### src/rtl/pil_pkg.sv
// ----------------------------------------------------------------------------
// pil_pkg
// Shared constants, codes and the controller/datapath interface types of the
// positional insert list.
// ----------------------------------------------------------------------------
package pil_pkg;

	// Store geometry
	localparam int CAPACITY = 32;
	localparam int IDX_W    = $clog2(CAPACITY);
	localparam int CNT_W    = $clog2(CAPACITY + 1);

	// Field widths
	localparam int POS_W = 8;
	localparam int VAL_W = 32;

	// Result status codes
	typedef enum logic [1:0] {
		ST_ELEMENT = 2'd0,
		ST_INVALID = 2'd1,
		ST_FULL    = 2'd2
	} status_t;

	// Operations on the datapath index counter
	typedef enum logic [2:0] {
		IDX_HOLD = 3'd0,
		IDX_TOP  = 3'd1,
		IDX_CLR  = 3'd2,
		IDX_INC  = 3'd3,
		IDX_DEC  = 3'd4
	} idx_op_t;

	// Controller to datapath commands
	typedef struct packed {
		logic    load;       // capture the input item
		idx_op_t idx_op;     // index counter operation
		logic    shift_rd;   // read entry at index, write it one place back next cycle
		logic    put;        // write the new value at its position, bump the count
		logic    emit_rd;    // read entry at index for the result queue
		logic    emit_dir;   // pass direction of that read
		logic    emit_last;  // final result of the item
		logic    err_push;   // queue a single error result
		status_t err_code;   // status of that error result
	} cmd_t;

	// Datapath to controller status
	typedef struct packed {
		logic pos_bad;     // negative position or beyond the count
		logic full;        // store holds CAPACITY entries
		logic no_shift;    // position equals the count (append)
		logic idx_at_pos;  // index has reached the insert position
		logic idx_zero;    // index is at the front
		logic idx_last;    // index is at the back
		logic space;       // result queue can take one more entry
	} sts_t;

endpackage

### src/rtl/pil_ram.sv
// ----------------------------------------------------------------------------
// pil_ram
// Generic single-write, single-read RAM with registered read data.
// ----------------------------------------------------------------------------
module pil_ram #(
	parameter int WIDTH = 32,
	parameter int DEPTH = 32
) (
	input  logic                     clk,
	input  logic                     we,
	input  logic [$clog2(DEPTH)-1:0] waddr,
	input  logic [WIDTH-1:0]         wdata,
	input  logic                     re,
	input  logic [$clog2(DEPTH)-1:0] raddr,
	output logic [WIDTH-1:0]         rdata
);

	logic [WIDTH-1:0] mem_q [DEPTH];

	// Write port
	always_ff @(posedge clk) begin
		if (we) begin
			mem_q[waddr] <= wdata;
		end
	end

	// Registered read port, holds its data while idle
	always_ff @(posedge clk) begin
		if (re) begin
			rdata <= mem_q[raddr];
		end
	end

endmodule

### src/rtl/pil_dp.sv
// ----------------------------------------------------------------------------
// pil_dp
// Datapath: item capture, entry count, index counter, list store and a
// two-entry result queue in front of the output channel.
// ----------------------------------------------------------------------------
module pil_dp (
	input  logic                         clk,
	input  logic                         arst_n,
	input  pil_pkg::cmd_t                cmd,
	output pil_pkg::sts_t                sts,
	input  logic [pil_pkg::POS_W-1:0]    in_pos,
	input  logic [pil_pkg::VAL_W-1:0]    in_val,
	output logic                         out_valid,
	input  logic                         out_ready,
	output pil_pkg::status_t             out_status,
	output logic                         out_dir,
	output logic [pil_pkg::VAL_W-1:0]    out_value,
	output logic                         out_last
);
	import pil_pkg::*;

	typedef struct packed {
		status_t           status;
		logic              dir;
		logic [VAL_W-1:0]  value;
		logic              last;
	} entry_t;

	logic [POS_W-1:0] pos_q;
	logic [VAL_W-1:0] val_q;
	logic [CNT_W-1:0] count_q;
	logic [IDX_W-1:0] idx_q;
	logic             sh_pend_q;
	logic [IDX_W-1:0] sh_addr_q;
	logic             emit_pend_q;
	logic             tag_dir_q;
	logic             tag_last_q;

	logic             ram_we;
	logic [IDX_W-1:0] ram_waddr;
	logic [VAL_W-1:0] ram_wdata;
	logic [VAL_W-1:0] ram_rdata;

	entry_t           fifo_q [2];
	logic             wr_ptr_q;
	logic             rd_ptr_q;
	logic [1:0]       occ_q;
	logic             push;
	logic             pop;
	entry_t           push_entry;
	entry_t           head;
	logic [2:0]       load_sum;

	// Item capture
	always_ff @(posedge clk) begin
		if (cmd.load) begin
			pos_q <= in_pos;
			val_q <= in_val;
		end
	end

	// Entry count
	always_ff @(posedge clk or negedge arst_n) begin
		if (!arst_n) begin
			count_q <= '0;
		end else if (cmd.put) begin
			count_q <= count_q + CNT_W'(1);
		end
	end

	// Index counter
	always_ff @(posedge clk or negedge arst_n) begin
		if (!arst_n) begin
			idx_q <= '0;
		end else begin
			case (cmd.idx_op)
				IDX_TOP: idx_q <= IDX_W'(count_q - CNT_W'(1));
				IDX_CLR: idx_q <= '0;
				IDX_INC: idx_q <= idx_q + IDX_W'(1);
				IDX_DEC: idx_q <= idx_q - IDX_W'(1);
				default: idx_q <= idx_q;
			endcase
		end
	end

	// Read tracking: shift write-back and result reads
	always_ff @(posedge clk or negedge arst_n) begin
		if (!arst_n) begin
			sh_pend_q   <= 1'b0;
			emit_pend_q <= 1'b0;
		end else begin
			sh_pend_q   <= cmd.shift_rd;
			emit_pend_q <= cmd.emit_rd;
		end
	end

	always_ff @(posedge clk) begin
		sh_addr_q  <= idx_q + IDX_W'(1);
		tag_dir_q  <= cmd.emit_dir;
		tag_last_q <= cmd.emit_last;
	end

	// List store
	assign ram_we    = sh_pend_q | cmd.put;
	assign ram_waddr = sh_pend_q ? sh_addr_q : pos_q[IDX_W-1:0];
	assign ram_wdata = sh_pend_q ? ram_rdata : val_q;

	pil_ram #(
		.WIDTH (VAL_W),
		.DEPTH (CAPACITY)
	) u_store (
		.clk   (clk),
		.we    (ram_we),
		.waddr (ram_waddr),
		.wdata (ram_wdata),
		.re    (cmd.shift_rd | cmd.emit_rd),
		.raddr (idx_q),
		.rdata (ram_rdata)
	);

	// Result queue
	assign push = emit_pend_q | cmd.err_push;
	assign pop  = out_valid & out_ready;

	always_comb begin
		if (cmd.err_push) begin
			push_entry = '{status: cmd.err_code, dir: 1'b0, value: '0, last: 1'b1};
		end else begin
			push_entry = '{status: ST_ELEMENT, dir: tag_dir_q, value: ram_rdata,
				last: tag_last_q};
		end
	end

	always_ff @(posedge clk) begin
		if (push) begin
			fifo_q[wr_ptr_q] <= push_entry;
		end
	end

	always_ff @(posedge clk or negedge arst_n) begin
		if (!arst_n) begin
			wr_ptr_q <= 1'b0;
			rd_ptr_q <= 1'b0;
			occ_q    <= '0;
		end else begin
			if (push) begin
				wr_ptr_q <= ~wr_ptr_q;
			end
			if (pop) begin
				rd_ptr_q <= ~rd_ptr_q;
			end
			occ_q <= occ_q + 2'(push) - 2'(pop);
		end
	end

	assign head       = fifo_q[rd_ptr_q];
	assign out_valid  = (occ_q != 2'd0);
	assign out_status = head.status;
	assign out_dir    = head.dir;
	assign out_value  = head.value;
	assign out_last   = head.last;

	// Queue room counting the read in flight and this cycle's transfer
	assign load_sum = 3'(occ_q) + 3'(emit_pend_q) - 3'(pop);

	// Status to controller
	assign sts.pos_bad    = pos_q[POS_W-1] | (pos_q > POS_W'(count_q));
	assign sts.full       = (count_q == CNT_W'(CAPACITY));
	assign sts.no_shift   = (pos_q == POS_W'(count_q));
	assign sts.idx_at_pos = (POS_W'(idx_q) == pos_q);
	assign sts.idx_zero   = (idx_q == '0);
	assign sts.idx_last   = (CNT_W'(idx_q) == count_q - CNT_W'(1));
	assign sts.space      = (load_sum <= 3'd1);

`ifndef ASSERT_OFF
	a_count_bound: assert property (@(posedge clk) disable iff (!arst_n)
		count_q <= CNT_W'(CAPACITY))
		else $error("entry count beyond capacity");

	a_no_overflow: assert property (@(posedge clk) disable iff (!arst_n)
		!(push && occ_q == 2'd2 && !pop))
		else $error("result queue overflow");

	a_one_writer: assert property (@(posedge clk) disable iff (!arst_n)
		!(sh_pend_q && cmd.put))
		else $error("shift write-back and insert write collide");

	a_one_push: assert property (@(posedge clk) disable iff (!arst_n)
		!(emit_pend_q && cmd.err_push))
		else $error("two results pushed in one cycle");
`endif

endmodule

### src/rtl/pil_ctrl.sv
// ----------------------------------------------------------------------------
// pil_ctrl
// Controller: checks each item, sequences the shift, the insert write and
// the two result passes.
// ----------------------------------------------------------------------------
module pil_ctrl (
	input  logic           clk,
	input  logic           arst_n,
	input  logic           in_valid,
	output logic           in_ready,
	output pil_pkg::cmd_t  cmd,
	input  pil_pkg::sts_t  sts
);
	import pil_pkg::*;

	typedef enum logic [7:0] {
		S_IDLE  = 8'b0000_0001,
		S_CHECK = 8'b0000_0010,
		S_SHIFT = 8'b0000_0100,
		S_DRAIN = 8'b0000_1000,
		S_PUT   = 8'b0001_0000,
		S_FWD   = 8'b0010_0000,
		S_BWD   = 8'b0100_0000,
		S_ERR   = 8'b1000_0000
	} state_t;

	state_t  state_q;
	state_t  state_d;
	status_t err_q;
	status_t err_d;

	// State register
	always_ff @(posedge clk or negedge arst_n) begin
		if (!arst_n) begin
			state_q <= S_IDLE;
			err_q   <= ST_INVALID;
		end else begin
			state_q <= state_d;
			err_q   <= err_d;
		end
	end

	assign in_ready = (state_q == S_IDLE);

	// Next state and commands
	always_comb begin
		state_d = state_q;
		err_d   = err_q;
		cmd     = '0;
		case (state_q)
			S_IDLE: begin
				if (in_valid) begin
					cmd.load = 1'b1;
					state_d  = S_CHECK;
				end
			end
			S_CHECK: begin
				if (sts.pos_bad) begin
					err_d   = ST_INVALID;
					state_d = S_ERR;
				end else if (sts.full) begin
					err_d   = ST_FULL;
					state_d = S_ERR;
				end else if (sts.no_shift) begin
					state_d = S_PUT;
				end else begin
					cmd.idx_op = IDX_TOP;
					state_d    = S_SHIFT;
				end
			end
			S_SHIFT: begin
				cmd.shift_rd = 1'b1;
				if (sts.idx_at_pos) begin
					state_d = S_DRAIN;
				end else begin
					cmd.idx_op = IDX_DEC;
				end
			end
			S_DRAIN: begin
				state_d = S_PUT;
			end
			S_PUT: begin
				cmd.put    = 1'b1;
				cmd.idx_op = IDX_CLR;
				state_d    = S_FWD;
			end
			S_FWD: begin
				if (sts.space) begin
					cmd.emit_rd = 1'b1;
					if (sts.idx_last) begin
						state_d = S_BWD;
					end else begin
						cmd.idx_op = IDX_INC;
					end
				end
			end
			S_BWD: begin
				if (sts.space) begin
					cmd.emit_rd   = 1'b1;
					cmd.emit_dir  = 1'b1;
					cmd.emit_last = sts.idx_zero;
					if (sts.idx_zero) begin
						state_d = S_IDLE;
					end else begin
						cmd.idx_op = IDX_DEC;
					end
				end
			end
			S_ERR: begin
				if (sts.space) begin
					cmd.err_push = 1'b1;
					cmd.err_code = err_q;
					state_d      = S_IDLE;
				end
			end
			default: begin
				state_d = S_IDLE;
			end
		endcase
	end

`ifndef ASSERT_OFF
	a_no_emit_in_shift: assert property (@(posedge clk) disable iff (!arst_n)
		(cmd.shift_rd || cmd.put) |-> !(cmd.emit_rd || cmd.err_push))
		else $error("result issued during the insert phase");

	a_last_ends_item: assert property (@(posedge clk) disable iff (!arst_n)
		(cmd.emit_rd && cmd.emit_last) |=> (state_q == S_IDLE))
		else $error("final result issued without returning to idle");

	a_put_follows: assert property (@(posedge clk) disable iff (!arst_n)
		cmd.put |=> (state_q == S_FWD))
		else $error("insert write not followed by the forward pass");
`endif

endmodule

### src/rtl/positional_insert_list_top.sv
// ----------------------------------------------------------------------------
// positional_insert_list_top
// Ordered list of signed words with insert-at-position and full printout.
// ----------------------------------------------------------------------------
// Input stream: one transfer per insert request, position in tdata[7:0]
// (signed) and value in tdata[39:8]. Output stream: element value in tdata,
// status and pass direction in tuser, tlast on the final result of a request.
// A successful insert returns every stored word front to back, then back to
// front (2*count results). A negative position or one beyond the count gives
// a single invalid-position result; a valid position into a full store gives
// a single list-full result. Neither changes the list.
// Results leave at one per cycle while the receiver accepts them; the single
// read port of the list store sets both the shift and the printout pace. The
// input is taken once every result of the previous request has been read from
// the store.
// Reset clears the count, so the list starts empty; stored words need no
// clearing. When the receiver stalls, a two-entry result queue fills and the
// store reads pause until it drains; nothing is dropped.
// ----------------------------------------------------------------------------
module positional_insert_list_top (
	input  logic        clk,
	input  logic        arst_n,
	input  logic        s_axis_tvalid,
	output logic        s_axis_tready,
	input  logic [39:0] s_axis_tdata,   // [7:0] insert_position, [39:8] item_value
	output logic        m_axis_tvalid,
	input  logic        m_axis_tready,
	output logic [31:0] m_axis_tdata,   // [31:0] element_value
	output logic [2:0]  m_axis_tuser,   // [1:0] status, [2] direction
	output logic        m_axis_tlast
);
	import pil_pkg::*;

	cmd_t    cmd;
	sts_t    sts;
	status_t out_status;
	logic    out_dir;

	pil_ctrl u_ctrl (
		.clk      (clk),
		.arst_n   (arst_n),
		.in_valid (s_axis_tvalid),
		.in_ready (s_axis_tready),
		.cmd      (cmd),
		.sts      (sts)
	);

	pil_dp u_dp (
		.clk        (clk),
		.arst_n     (arst_n),
		.cmd        (cmd),
		.sts        (sts),
		.in_pos     (s_axis_tdata[POS_W-1:0]),
		.in_val     (s_axis_tdata[POS_W+VAL_W-1:POS_W]),
		.out_valid  (m_axis_tvalid),
		.out_ready  (m_axis_tready),
		.out_status (out_status),
		.out_dir    (out_dir),
		.out_value  (m_axis_tdata),
		.out_last   (m_axis_tlast)
	);

	// Output sideband
	assign m_axis_tuser = {out_dir, out_status};

endmodule

### config.mk
export PLATFORM = sky130hd
export DESIGN_NAME = positional_insert_list_top
export DESIGN_NICKNAME = d
export VERILOG_FILES = /design/src/rtl/pil_pkg.sv /design/src/rtl/pil_ram.sv /design/src/rtl/pil_dp.sv /design/src/rtl/pil_ctrl.sv /design/src/rtl/positional_insert_list_top.sv
export SDC_FILE = /design/constraint.sdc
export NUM_CORES = 1
export LEC_CHECK = 0
export BUFFER_PORTS_ARGS = -buffer_cell sky130_fd_sc_hd__clkbuf_2
export CAP_MARGIN = 25
export CORE_AREA = 2 2 286 288
export CTS_CLUSTER_SIZE = 10
export DETAILED_ROUTE_END_ITERATION = 16
export DIE_AREA = 0 0 288 290
export PLACE_DENSITY = 0.76
export SLEW_MARGIN = 20
export SYNTH_ARGS = -nofsm -noshare
export SYNTH_HDL_FRONTEND = slang
export SYNTH_HIERARCHICAL = 1
export SYNTH_SLANG_ARGS = --single-unit
export TNS_END_PERCENT = 100
### constraint.sdc
create_clock -name clk -period 4.8 [get_ports clk]
set_input_delay 0.48 -clock clk [delete_from_list [all_inputs] [get_ports clk]]
set_output_delay 0.48 -clock clk [all_outputs]
set_load 0.1 [all_outputs]
==> flow_results.org, run 1 <==
** Die
- Die width :: approximately 290 um
- During I/O placement, the number of pins put on the boundary was 82.
- The region available for standard cell placement spans between 80000 and 90000 um^2.
- Effective utilization at floorplan :: 0.5954
- Std cell rows :: ~100
- Vertical die dimension :: ~290 um
- Die Outline Area :: between 80000 and 90000 um^2

** Drt
- Remaining antenna violation count :: 0
- DRC errors left :: 0
- Vias per std cell :: ~6.4
- In the final routed layout, each cell accounts on average for roughly 27 um.
- Vias after detailed routing :: approximately 26000
- Final Routed Wirelength :: roughly 110 mm
- Starting DRC count in detailed routing :: around 3000
- The first detailed-routing pass ran for 6 iterations.

** Setup path
- Crit-path slowest cell :: sky130_fd_sc_hd__nor2_4
- Startpoint class of the critical path :: flip-flop
- The critical path is of the reg2reg type.
- Required arrival time at the worst endpoint :: 5.20 ns
- For flop-to-flop paths, the worst setup slack is around 1 ns.
- Cell repeated most along the worst path :: sky130_fd_sc_hd__buf_4
- The signal on the critical path passes through or3_1 -> nor3_1 -> buf_4 -> or2_2 -> nand3b_1 -> nor2_4 -> buf_4.
- Number of buffers and inverters on the critical path :: 2
- The worst register-to-register path has a depth of 7.
- The largest single stage delay on the critical path is 1.00 ns.
- Along the worst path, the maximum fanout reaches 22.
- Stages on worst setup path :: 7
- Tracing the worst setup path back leads to its startpoint at u_ctrl/state_q[3]$_DFFE_PN0P_.
- Worst R2R Start :: u_ctrl/state_q[3]$_DFFE_PN0P_
- Worst reg2reg endpoint :: u_dp/u_store/mem_q[13][31]$_DFFE_PP_
- In this design, the largest share of critical-path delay is due to simple AND/OR/NAND/NOR gates.
- Termination of the worst setup path :: u_dp/u_store/mem_q[13][31]$_DFFE_PP_
- Worst setup EP type :: flip-flop
- Critical Path AT :: about 4.2 ns

** Yosys
- Among all flip-flop cells after synthesis, the most frequent one is sky130_fd_sc_hd__edfxtp_1.
- Number of distinct library cell variants in the gate-level netlist after synthesis :: 65
- Synthesis handed over a netlist of 2768 instances.
- A synthesized cell averages around 17 um^2.
- The cell area that synthesis handed to floorplanning was around 48000 um^2.
- Of the synthesized area, sequential elements account for 0.7520.
- Of all flip-flops after synthesis, the portion carrying an async set or reset was 0.02246.
- Number of nets in the synthesized netlist :: approximately 2800
- Synthesis inferred about 1200 register bits.
- The synthesized design contains between 1000 and 1500 enable-type register cells.
- Number of warnings printed during yosys synthesis :: 6

** Pwr
- Pwr dens :: ~550 nW/um^2
- VDD sags by at most around 0.00045 V.
- Leakage power summed over all cells :: slightly below 20 nW

** Clock tree
- Clock Pin Slew Worst Setup and Hold Paths :: roughly 0.050 ns
- CTS placed an instance of sky130_fd_sc_hd__clkbuf_16 at the clock tree root.
- Clock sink count :: about 1200
- Clock tree from TritonCTS :: built
- Counting the buffers created by CTS gives about 140.
- Post-CTS Hold Fix Bufs :: between 40 and 50
- # H-tree levels :: 4
- The later pin in the worst-skew pair is clocked with a latency of 0.72 ns.
- Post-cts sizing count :: 0
- Counting along the longest clock path gives a buffer depth of 3.
- After clock tree synthesis, the setup repair step added 0 buffers.

** Placement
- In this run the cell area measured after placement is about 50000 um^2.
- Number of port buffers :: 81
- Detail Placement HPWL :: ~61 mm
- Worst slack after detailed placement :: 1.022 ns
- At the end of routability-driven placement, the weighted congestion stood at a little under 0.9.

** Finish
- 0 antenna diodes ended up in the layout.
- In the final layout, the share of cells above drive strength 1 is 0.1489.
- Area grow syn2layout :: 12.88%
- Commonest cells after routing, fill and taps aside :: sky130_fd_sc_hd__edfxtp_1, sky130_fd_sc_hd__mux2i_1, sky130_fd_sc_hd__clkbuf_16
- Leaving out fill and tap cells, the most frequent cell in the layout is sky130_fd_sc_hd__edfxtp_1.
- Post-route cell area :: about 54000 um^2
- The final layout contains approximately 3000 nets.

** Timing
- WHS :: approximately 0.20 ns
- For the pin with the worst max-slew slack, the measured transition is approximately 1.0 ns.
- In this run the tightest slew margin relative to its limit is 0.3306.
- Post-Route Setup TNS :: 0 ns
- The final-report hold violation count was 0.
- Setup violations, final :: 0
- Final worst setup slack :: 1.003 ns
- Of the available clock period, the critical path in the final layout requires 0.7911.
- Derived from the worst setup path, the maximum achievable clock frequency is roughly 260 MHz.
- Clock skew on the completed layout was measured at between 0.02 and 0.025 ns.
- Max-slew violations :: 0
- The routed design could run at a clock period as short as 3.797 ns.
- Setup repair after global routing left no endpoint under its margin.

** Run
- Number of violations of the max-capacitance limit :: 0

** GRT
- Overflow left after global routing :: 0
- The number of antenna violations at the first check in global routing is 4.
- For this run, the total global-route usage over all layers was measured as 0.2610.
- Global-route wire length before repair :: 162.8 mm
- Largest net degree at the start of global routing :: approximately 110
- Vias in the first global route :: 26400

** Min path
- Type of the tightest min-delay check :: in2reg
- Worst Min Path Start :: m_axis_tready

** Run status
- Run status :: finished, final reports clean
[where the power goes]
group / switching, mW / internal, mW / total [mW]
registers: 0.226 / 12.4 / 12.6
logic: 5.26 / 2.56 / 7.83
clock network: 3.75 / 5.42 / 9.17
total: 9.24 / 20.4 / 29.6
[metrics by stage]
step	total power, mW	std cells	utilization
6_report	29.59	4049	0.6721
5_1_grt	30.57	4049	0.6721
4_1_cts	29.57	4049	0.6721
3_5_place_dp	20.42	3828	0.6189
3_3_place_gp	20.25	3825	0.6181
2_1_floorplan	18.36	2768	-
[Yosys cell counts, types with 3 or more instances]
| library cell | instances | area share |
|---|---|---|
| sky130_fd_sc_hd__nor3b_1 | 3 | 0.00047 |
| sky130_fd_sc_hd__clkbuf_1 | 52 | 0.0041 |
| sky130_fd_sc_hd__buf_4 | 36 | 0.0057 |
| sky130_fd_sc_hd__and2_1 | 9 | 0.0012 |
| sky130_fd_sc_hd__nor3_1 | 44 | 0.0046 |
| sky130_fd_sc_hd__buf_6 | 17 | 0.0040 |
| sky130_fd_sc_hd__mux2i_1 | 513 | 0.11 |
| sky130_fd_sc_hd__buf_1 | 3 | 0.00024 |
| sky130_fd_sc_hd__inv_1 | 19 | 0.0015 |
| sky130_fd_sc_hd__a22o_1 | 67 | 0.012 |
| sky130_fd_sc_hd__o31ai_1 | 3 | 0.00047 |
| sky130_fd_sc_hd__nand3b_1 | 7 | 0.0011 |
| sky130_fd_sc_hd__ha_1 | 15 | 0.0039 |
| sky130_fd_sc_hd__a22oi_1 | 97 | 0.015 |
| sky130_fd_sc_hd__or2_2 | 4 | 0.00052 |
| sky130_fd_sc_hd__xnor2_1 | 20 | 0.0037 |
| sky130_fd_sc_hd__dfxtp_1 | 7 | 0.0029 |
| sky130_fd_sc_hd__or3_1 | 3 | 0.00039 |
| sky130_fd_sc_hd__nand2_1 | 114 | 0.0090 |
| sky130_fd_sc_hd__mux2_2 | 73 | 0.017 |
| sky130_fd_sc_hd__nor2b_1 | 43 | 0.0056 |
| sky130_fd_sc_hd__xor2_1 | 6 | 0.0011 |
| sky130_fd_sc_hd__nor2_1 | 54 | 0.0042 |
| sky130_fd_sc_hd__a31oi_1 | 33 | 0.0043 |
| sky130_fd_sc_hd__nand3_1 | 104 | 0.011 |
| sky130_fd_sc_hd__dfrtp_1 | 25 | 0.013 |
| sky130_fd_sc_hd__buf_2 | 47 | 0.0049 |
| sky130_fd_sc_hd__edfxtp_1 | 1168 | 0.73 |
| sky130_fd_sc_hd__or3b_2 | 3 | 0.00055 |
| sky130_fd_sc_hd__nand4_1 | 5 | 0.00066 |
| sky130_fd_sc_hd__and3b_1 | 3 | 0.00055 |
| sky130_fd_sc_hd__nand2b_1 | 7 | 0.00092 |
| sky130_fd_sc_hd__nand4b_1 | 3 | 0.00055 |
| sky130_fd_sc_hd__a211oi_1 | 4 | 0.00063 |
| sky130_fd_sc_hd__a21oi_1 | 108 | 0.011 |
| sky130_fd_sc_hd__o21ai_0 | 10 | 0.0010 |
[worst min-delay path, cell delays in order]
cell and delay, ns:
sky130_fd_sc_hd__clkbuf_2 0.10, sky130_fd_sc_hd__and2_1 0.19, sky130_fd_sc_hd__xor2_1 0.09
[final cells by class]
cell class / count / area, um^2
fillers: 5116 / 26280
well taps: 1060 / 1326
clock inverters: 9 / 90.09
repair buffers: 199 / 1592
clock buffers: 170 / 3754
multi-input cells: 1390 / 11150
flip-flops and latches: 1202 / 35900
inverters: 19 / 71.32
[sequential cells by signal, indices dropped and copies added (netlist names), 2 cells and up]
register	cells
u_dp/u_store/mem_q	1024
u_dp/fifo_q	72
u_dp/u_store/rdata	32
u_dp/val_q	32
u_ctrl/state_q	8
u_dp/pos_q	8
u_dp/count_q	6
u_dp/idx_q	5
u_dp/sh_addr_q	5
u_ctrl/err_q	2
u_dp/occ_q	2
[worst min path at each step]
stage | to | slack [ns] | cells past startpoint
after floorplan | u_ctrl/err_q[1]$_DFFE_PN0P_ | 0.18 | 0
after global placement | u_dp/fifo_q[0][0]$_DFFE_PP_ | 0.50 | 1
after detailed placement | u_dp/occ_q[0]$_DFF_PN0_ | 0.52 | 1
after CTS | u_dp/rd_ptr_q$_DFFE_PN0P_ | 0.17 | 3
after global routing | u_dp/rd_ptr_q$_DFFE_PN0P_ | 0.19 | 3
final | u_dp/rd_ptr_q$_DFFE_PN0P_ | 0.20 | 3
[kinds of logic (layout without fill, tap and decap cells)]
logic type,Yosys count,count (layout),synth area share
adders and majority gates,16,16,0.004352
muxes,587,587,0.1250
DFF,1202,1202,0.7520
xor gates and xnor gates,26,26,0.004771
buffers and inverters,176,397,0.02074
AOI/OAI and AO/OA,343,343,0.04910
and+or+nand+nor,418,418,0.04399
[routing by layer]
| layer | track usage | share of wire | vias to the layer above |
|---|---|---|---|
| li1 | - | - | 11180 |
| met1 | 0.3555 | 0.39 | 13140 |
| met2 | 0.4286 | 0.50 | 1371 |
| met3 | 0.05259 | 0.090 | 215 |
| met4 | 0.07759 | 0.021 | 4 |
| met5 | 0 | 0.00020 | - |
Note: power is estimated with default switching activity, not from simulation.
==> run 2: changes to the inputs <==
Settings changed: CORE_AREA 2 2 286 288 to 2 2 295 297, DIE_AREA 0 0 288 290 to 0 0 297 299, PLACE_DENSITY 0.76 to 0.75.
Clock period 4.8 ns to 3.4 ns, I/O delays scaled along.
==> flow_results.org, run 2 (synthesized netlist as in run 1, its figures left out) <==
** Finish
- Register with the highest flop count :: u_dp/u_store/mem_q
- The library cell used most frequently in the layout, excluding fill and tap cells, is sky130_fd_sc_hd__edfxtp_1.
- In the final layout, the registers with the most flip-flops are u_dp/u_store/mem_q (1024), u_dp/fifo_q (72).
- Summing all non-filler instances in the final layout gives an area of 54580 um^2.
- Number of cells in the finished layout apart from fillers :: around 4200
- Flip-flop count of the largest register, all copies and words added :: 1024
- The layout has around 6000 filler cells.
- Area grow syn2layout :: 14.37%
- In the layout the commonest cells are sky130_fd_sc_hd__edfxtp_1, sky130_fd_sc_hd__mux2i_1, sky130_fd_sc_hd__clkbuf_16.
- After the last flow step, the layout net total stands at between 3000 and 4000.
- Antenna fix cells :: 0
- Layout cell share with drive strength beyond 1 :: 0.1634

** Clock tree
- In this run the deepest clock path goes through 3 buffers.
- The cell sitting at the root of the clock tree is a sky130_fd_sc_hd__clkbuf_16.
- Clock tree from TritonCTS :: built
- CTS built an H-tree with a depth of 4.
- Number of buffers added by the clock tree synthesis step :: between 100 and 150
- Clock Latency Late Sink :: 0.74 ns
- Clock sink count :: 1202
- Once the clock tree was built, the setup fixing pass inserted 0 buffers.
- Clock Pin Slew Worst Setup and Hold Paths :: approximately 0.060 ns

** Placement
- Number of cells after detailed placement :: ~4000
- After detailed placement, the total cell area comes to about 50000 um^2.
- RePlAce Congestion :: between 0.8 and 0.9
- Input and output buffers added on the ports amount to 81.
- Summed over all nets, the half-perimeter wirelength after detailed placement is approximately 65 mm.

** Timing
- Derived from the worst setup path, the maximum achievable clock frequency is just over 300 MHz.
- Final hold violations :: 0
- Setup repair after global routing could not meet its margin everywhere.
- For the final database, setup skew stands at approximately 0.031 ns.
- Final hold analysis gives a worst-case slack of between 0.2 and 0.25 ns.
- Max-slew violations :: 0
- For the finished layout, the period the worst path requires is 3.242 ns.
- Setup total negative slack on the finished layout was measured at 0 ns.
- Share of the clock period used by the worst path after layout :: 0.9537
- Worst-margin pin slew :: between 0.8 and 0.9 ns
- Setup violations remaining at the end of the flow were counted as 0.
- The worst pin sits at a relative slew slack of 0.4044.

** Pwr
- Combinational share of power :: 0.264
- Pwr dens :: around 770 nW/um^2
- Cell-internal power :: about 29 mW
- Maximum vdd drop :: 0.0006151 V
- Clock share of power :: 0.309
- Power spent charging and discharging nets :: 12.96 mW
- Seq pwr share :: 0.427
- Of the total power, the share spent switching nets is 0.3097.
- Leakage power summed over all cells :: approximately 20 nW

** Drt
- The routed design has 112.2 mm of wire.
- The count of nets left with antenna violations once routing finished came out at 0.
- DRC errors left :: 0
- Wire per inst :: around 27 um
- Using the TritonRoute via totals, the vias-per-cell ratio works out to roughly 6.3.
- Starting DRC count in detailed routing :: roughly 3200
- The pre-antenna-repair detailed-routing pass consisted of 7 iterations.
- Vias after detailed routing :: approximately 26000

** Setup path
- The setup path with the least slack is of type reg2reg.
- Startpoint class of the critical path :: flip-flop
- Worst R2R Start :: u_dp/occ_q[1]$_DFF_PN0_
- Critical Path AT :: between 3 and 4 ns
- Cell count of the worst reg-to-reg path :: 15
- CP Max Fanout :: 6
- For the worst setup path, the data required time is 4.01 ns.
- Across all register-to-register paths, the minimum setup slack is 0.16 ns.
- The worst register-to-register path ends at u_ctrl/state_q[6]$_DFFE_PN0P_.
- STA classifies the critical path endpoint as a flip-flop.

** GRT
- The first global-routing pass estimated ~170 mm of wire.
- Vias in the first global route :: around 26000
- Global Route Usage Sum :: 0.2533
- Largest net degree at the start of global routing :: about 120
- Summed over all layers, the global routing overflow is 0.
- Initial antenna violation count :: 2

** Run status
- The flow ran to the end, and the final reports show no timing, DRC or antenna violations.

** Die
- Die Outline Area :: about 90000 um^2
- Die width :: approximately 300 um
- Std cell rows :: 108
- Vertical die dimension :: 299 um
- Area inside the core boundary :: approximately 86000 um^2
- I/O Pins :: just over 80
- Effective utilization at floorplan :: 0.5554

** Min path
- The path class of the tightest hold or removal check is in2async.

** Run
- Number of violations of the max-capacitance limit :: 0
run 2: power by group through the flow:
stage / sequential [mW] / combinational [mW] / clock [mW]
detailed placement: 18.2 / 10.8 / 0
global route: 17.9 / 11.7 / 13.7
finish: 17.9 / 11.0 / 12.9
global placement: 18.1 / 10.6 / 0
floorplan: 17.8 / 8.14 / 0
CTS: 17.9 / 10.9 / 13.1
run 2: layout make-up:
| type | instances | area [um^2] | area share |
|---|---|---|---|
| clock buffers | 167 | 3742 | 0.06856 |
| clock inverters | 7 | 75.07 | 0.001375 |
| inverters | 19 | 71.32 | 0.001307 |
| multi-input cells | 1390 | 11210 | 0.2054 |
| flip-flops and latches | 1202 | 35900 | 0.6577 |
| well taps | 1155 | 1445 | 0.02648 |
| repair buffers | 238 | 2142 | 0.03924 |
run 2: how the worst max path moves through the flow:
| stage | from | end | slack [ns] | cells after the start |
|---|---|---|---|---|
| 6_report | u_dp/occ_q[1]$_DFF_PN0_ | u_ctrl/state_q[6]$_DFFE_PN0P_ | 0.16 | 15 |
| 5_1_grt | u_dp/occ_q[1]$_DFF_PN0_ | u_dp/idx_q[3]$_DFFE_PN0P_ | -0.007 | 16 |
| 4_1_cts | u_dp/occ_q[1]$_DFF_PN0_ | u_dp/occ_q[1]$_DFF_PN0_ | 0.04 | 17 |
| 3_5_place_dp | u_dp/occ_q[1]$_DFF_PN0_ | u_dp/occ_q[1]$_DFF_PN0_ | 0.06 | 17 |
| 3_3_place_gp | u_dp/occ_q[1]$_DFF_PN0_ | u_dp/idx_q[2]$_DFFE_PN0P_ | 0.16 | 16 |
| 2_1_floorplan | u_ctrl/state_q[3]$_DFFE_PN0P_ | u_dp/u_store/mem_q[27][0]$_DFFE_PP_ | -0.21 | 5 |
run 2: metrics by stage:
stage / power [mW] / utilization / worst slack [ns]
2_1_floorplan: 25.96 / - / -0.2144
3_3_place_gp: 28.70 / 0.5852 / 0.1594
3_5_place_dp: 28.94 / 0.5852 / 0.06407
4_1_cts: 41.87 / 0.6346 / 0.04076
5_1_grt: 43.23 / 0.6351 / -0.007282
6_report: 41.85 / 0.6351 / 0.1575
run 2: critical path: stages, from the launching register on:
cell	delay (ns)
sky130_fd_sc_hd__dfrtp_1	0.40
sky130_fd_sc_hd__inv_2	0.13
sky130_fd_sc_hd__nand2_8	0.06
sky130_fd_sc_hd__and2_4	0.17
sky130_fd_sc_hd__ha_1	0.27
sky130_fd_sc_hd__inv_1	0.04
sky130_fd_sc_hd__ha_1	0.18
sky130_fd_sc_hd__fa_1	0.38
sky130_fd_sc_hd__xnor2_1	0.15
sky130_fd_sc_hd__nor2_2	0.15
sky130_fd_sc_hd__buf_4	0.17
sky130_fd_sc_hd__nand2b_1	0.14
sky130_fd_sc_hd__nor3_1	0.06
sky130_fd_sc_hd__o31ai_1	0.31
sky130_fd_sc_hd__o211ai_2	0.17
sky130_fd_sc_hd__mux2_1	0.34
run 2: repair_timing:
| item | in CTS | in global routing |
|---|---|---|
| hold buffers | 43 | 0 |
| endpoints found under the setup margin | 0 | 7 |
| gates resized for setup | 0 | 9 |
| hold endpoints to repair | 68 | 0 |
run 2: metal layers:
layer | track usage | share of wire | vias to the layer above
li1 | - | - | 11260
met1 | 0.3515 | 0.40 | 13350
met2 | 0.4109 | 0.48 | 1434
met3 | 0.04326 | 0.091 | 223
met4 | 0.08658 | 0.029 | 0
met5 | 0 | 0 | -
